<file path="src/lzic_pkg.sv">
package lzic_pkg;

  localparam int unsigned WinDepth = 4096;
  localparam int unsigned WinAw    = $clog2(WinDepth);
  localparam int unsigned FillW    = WinAw + 1;
  localparam int unsigned MinMatch = 3;
  localparam int unsigned RunW     = 5;

  localparam logic [WinAw-1:0] START_POS = WinAw'(12'hFEE);

  localparam int unsigned CfgIdxW  = 1;
  localparam int unsigned CfgDataW = 32;

  localparam logic [CfgIdxW-1:0] CFG_OUT_LEN = 1'b0;
  localparam logic [CfgIdxW-1:0] CFG_INVERT  = 1'b1;

  // commands from the controller
  typedef struct packed {
    logic take;
    logic emit_lit;
    logic first_rd;
    logic emit_cp;
  } lzic_cmd_t;

  // status back from the datapath
  typedef struct packed {
    logic to_lit;
    logic to_match;
    logic out_free;
    logic run_last;
    logic hit_end;
  } lzic_sts_t;

endpackage

</file>
<file path="src/lzic_ctrl.sv">
module lzic_ctrl (
  input  logic                clk_i,
  input  logic                rst_ni,
  input  logic                in_valid_i,
  input  lzic_pkg::lzic_sts_t sts_i,
  output logic                in_ready_o,
  output lzic_pkg::lzic_cmd_t cmd_o
);

  localparam logic [1:0] S_IDLE = 2'd0;
  localparam logic [1:0] S_LIT  = 2'd1;
  localparam logic [1:0] S_RD   = 2'd2;
  localparam logic [1:0] S_CP   = 2'd3;

  logic [1:0] state_q, state_d;

  always_comb begin
    state_d    = state_q;
    cmd_o      = '0;
    in_ready_o = 1'b0;
    unique case (state_q)
      S_IDLE: begin
        in_ready_o = 1'b1;
        if (in_valid_i) begin
          cmd_o.take = 1'b1;
          if (sts_i.to_lit) begin
            state_d = S_LIT;
          end else if (sts_i.to_match) begin
            state_d = S_RD;
          end
        end
      end
      S_LIT: begin
        if (sts_i.out_free) begin
          cmd_o.emit_lit = 1'b1;
          state_d        = S_IDLE;
        end
      end
      S_RD: begin
        cmd_o.first_rd = 1'b1;
        state_d        = S_CP;
      end
      S_CP: begin
        if (sts_i.out_free) begin
          cmd_o.emit_cp = 1'b1;
          if (sts_i.hit_end || sts_i.run_last) begin
            state_d = S_IDLE;
          end
        end
      end
      default: state_d = S_IDLE;
    endcase
  end

  always_ff @(posedge clk_i or negedge rst_ni) begin
    if (!rst_ni) begin
      state_q <= S_IDLE;
    end else begin
      state_q <= state_d;
    end
  end

endmodule

</file>
<file path="config.mk">
export PLATFORM = sky130hd
export DESIGN_NAME = lzic_ctrl
export DESIGN_NICKNAME = d
export VERILOG_FILES = /design/src/lzic_pkg.sv /design/src/lzic_ctrl.sv
export SDC_FILE = /design/constraint.sdc
export NUM_CORES = 1
export LEC_CHECK = 0
export BUFFER_PORTS_ARGS = -buffer_cell sky130_fd_sc_hd__buf_2
export CAP_MARGIN = 20
export CELL_PAD_IN_SITES_DETAIL_PLACEMENT = 1
export CELL_PAD_IN_SITES_GLOBAL_PLACEMENT = 1
export CORE_AREA = 2 2 39 41
export DETAILED_ROUTE_END_ITERATION = 10
export DIE_AREA = 0 0 41 43
export GPL_TIMING_DRIVEN = 0
export HOLD_SLACK_MARGIN = 0.03
export PLACE_DENSITY_LB_ADDON = 0.1
export SYNTH_ARGS = -nofsm -noshare
export SYNTH_HDL_FRONTEND = slang
export SYNTH_SLANG_ARGS = --single-unit
</file>
<file path="constraint.sdc">
create_clock -name clk_i -period 0.9 [get_ports clk_i]
set_input_delay 0.09 -clock clk_i [delete_from_list [all_inputs] [get_ports clk_i]]
set_output_delay 0.09 -clock clk_i [all_outputs]
set_load 0.02 [all_outputs]
</file>
Word level (Yosys, flattened, before mapping)
Index checks and enable logic that the tools add are counted.
- logic and storage cells: 26
- output and inout bits: 5
- memory bits (writable): 0
- memories: 0
- bits in read-only memories: 0
- bits of input ports: 8
- flip-flop bits (word level): 2
- bits in latches: 0
- order comparisons: 0
- reduce and logical (&&, ||, !) cells: 3
- add/sub/neg operators: 0
- muxes and demuxes: 14
- eq/ne operators: 8
- bitwise logic cells: 0
- divide/modulo/power cells: 0
- multiply operators: 0
- shifts and indexed selects: 0
- operators with widths (kind ; count):
    $mux 2 ; 6
    $ne 2x2->1 const B ; 4
    $pmux 2 s4 ; 1
    $mux 1 ; 7
    $reduce_and 5->1 ; 1
    $eq 2x2->1 const B ; 2
    $ne 3x3->1 const B ; 1
    $eq 2x1->1 const B ; 1
    $logic_not 2->1 ; 1
    $logic_or 1x1->1 ; 1

Logic depth before layout (Yosys ltp)
- depth after elaboration: 4
- mapped depth: 2
- depth with buffers taken out: 2

Worst setup path after synthesis
Ideal clock, no wire load.
- path type: reg-to-output
- start: register state_q[0]
- end: output port cmd_o[3] (netlist name)
- required time: 0.810 ns
- arrival: 1.041 ns
- setup slack: -0.231 ns
- path buffers: 0
- cell stages (with the launch flop): 3
- cell sequence: dfrtp_1 nor2_1 and2_1
- RTL lines (what ; line ; RTL):
    from (decl) ; lzic_ctrl.sv:15 ; logic [1:0] state_q, state_d;
    from (signal assigned) ; lzic_ctrl.sv:59 ; state_q <= state_d;
    to (decl) ; lzic_ctrl.sv:7 ; output lzic_pkg::lzic_cmd_t cmd_o

==> results.md <==
* Final core utilization at 22.1%
* Synthesized cell area at around 130 sq um
* Register area at 52.6 sq um
* Count of buffers from port buffering at 12
* Total inserted antenna cells at 0
* CORE AREA at 1380 sq um
* Final Instance Count excl. Fillers at approximately 50
* Max-Slew Margin vs Limit at 87.6%
* Global-route wire length before repair at 807 um
* Max Fanout on Critical Path at 8
* Vertical die dimension at 43 um
* Number of sinks on the clock net at 2
* Final-report setup violation count at 7
* RD Place Congestion at 0.574
* Post-Place Cells at 43
* Crit start category: flop
* Residual antenna-violating net count after detailed routing at 0
* Area enclosed by the die boundary at 1760 sq um
* Data arrival at the endpoint of the critical path at approximately 1.0 ns
* Clock root buffer: clkbuf_4
* Net Count, Synth at 23
* Number of filler cells placed in the layout at roughly 170
* Slew at the pin closest to its max-slew limit at 0.185 ns
* Clock transition at the register clock pins on the worst setup and hold paths after CTS at 0.04 ns
* Min Hold Slack at 0.110 ns
* Sum of internal, switching and leakage power at 0.917 mW
* Post-detailed-routing wire length at 476 um
* Via count of the first global-routing pass at 213
* Most frequent standard cell in the layout excluding fill and tap cells: buf_2
* Layout net count at 44
* Synth warnings at 0
* Number of DRC markers after the initial detailed-route iteration at 3
* Initial antenna violation count at 0
* Number of distinct library cells after synthesis at 12
* Peak supply drop at 0.447 mV
* Length of the first detailed-routing pass in iterations at 2
* Wire length per cell at 9.33 um
* Post-DP HPWL at around 350 um
* Number of max-capacitance violations reported at 0
* Biggest registers after layout: state_q x2
* Area taken by multi-input logic gates at 95.1 sq um
* Share of synthesized area occupied by flip-flops and latches at 37.7%
* Total of flip-flops plus latches after synthesis at 2
* Endpoint kind of the worst setup timing path: output port
* Congestion Overflow GR at 0
* Source-to-sink clock delay at the later pin of the worst-skew pair at 0.23 ns
* Final clock skew at 0.0110 ns
* PwrDens at around 3000 nW/um^2
* Post-Synthesis Mean Instance Area at 8.84 sq um
* Failing checks: negative setup slack
* RSZ-0062 raised after global routing: true
* Syn Inst Count at 15
* Type of the worst min-delay path: input pin to flop
* TritonCTS clock tree: built
* Max FFs per register at 2
* Total track usage at 7.21%
* Run status: finished with violations
* Commonest cells after routing, fill and taps aside: buf_2, clkbuf_4, buf_4, buf_6
* Kind of critical path: flop to output port
* Initial cell density of the core at 9.58%
* TritonCTS Buffers at 3
* Routed vias at 185
* Row count at 14
* Min Tclk post-route at approximately 1.1 ns
* Upper clock frequency limit at 884 MHz
* Count of endpoints failing hold in the final timing report at 0
* Pin count of the biggest net entering global routing at 9
* Final slew viol count at 0
* Leak Pwr at 0.154 nW
* X dimension of the die at ~40 um
* Final cycle utilization of the critical path at 126%
* Area added between synthesis and finish at 130%
* Total negative setup slack at -1.13 ns
* Number of placed I/O pins at 13
* Number of DRC violations after detailed routing at 0
* Data required time at the worst endpoint at 0.81 ns
* Largest buffer count on any clock path at 2
* H-tree levels at 1
* Smallest setup slack after layout at -0.232 ns
* Reg with most FFs: state_q
* Layout cell share with drive strength beyond 1 at ~70%
* Via/cell ratio at 3.63
## layout make-up
cell class / count / area share, %
clock buffers: 4 / 8.61
multi-input cells: 13 / 31.1
repair buffers: 16 / 36.5
well taps: 16 / 6.56
flip-flops and latches: 2 / 17.2
## worst max-delay path, cell delays in order, from the launching register on
cell     delay, ns
dfrtp_2       0.45
nor2_4        0.11
and2_4        0.14
buf_6         0.11
## what timing repair did
item,4_1_cts,5_1_grt
hold buffers,1,0
hold endpoints to repair,2,0
pin swaps,3,0
gates resized for setup,9,0
setup endpoints to repair,7,7
setup buffers,3,0
## kinds of logic after synthesis
group / after synthesis / synth area share (%)
AND/OR/NAND/NOR: 10 / 43.4
AO/OA/AOI/OAI: 3 / 18.9
flip-flops: 2 / 37.7
## per-layer routing
layer	wire length, um	vias to the layer above	share of wire, %	track usage, %
met5	0	-	0	0
met4	0	0	0	8.00
met1	208	78	44	8.28
li1	-	98	-	-
met2	221	9	46	9.38
met3	45	0	9.5	2.09
## where the power goes
group | switching [mW] | total [mW] | internal, mW
sequential | 0.0716 | 0.202 | 0.130
clock | 0.0582 | 0.223 | 0.165
combinational | 0.206 | 0.492 | 0.286
## worst paths after layout
| check | slack (ns) | end | cells after the start | start |
|---|---|---|---|---|
| worst max-delay path | -0.23 | cmd_o[3] | 3 | state_q[1] |
| worst min-delay path | 0.11 | state_q[0] | 2 | sts_i[2] |
| worst max register to register | -0.14 | state_q[0] | 2 | state_q[1] |
| worst min register to register | 0.68 | state_q[0] | 2 | state_q[0] |
| max in group asynchronous | 0.61 | state_q[0] | 2 | rst_ni |
| min in group asynchronous | 0.17 | state_q[1] | 2 | rst_ni |
## synthesized netlist by cell type
cell,instances,share of area (%)
nand2b_1,1,4.7
dfrtp_1,2,38
nand2_1,1,2.8
and3b_1,1,6.6
and3_1,1,4.7
a31oi_1,1,4.7
nor2b_1,1,4.7
o221a_2,1,8.5
and2_1,1,4.7
nor2_1,3,8.5
a211oi_1,1,5.7
or3b_1,1,6.6
## per-stage QoR
stage                     cell area (sq um)  worst slack, ns
final                                   305           -0.232
after global routing                    305           -0.276
after CTS                               305           -0.242
after global placement                  223           -0.161
after floorplan                         143          -0.0727
after detailed placement                223           -0.154
Power figures use the tool's default switching activity.
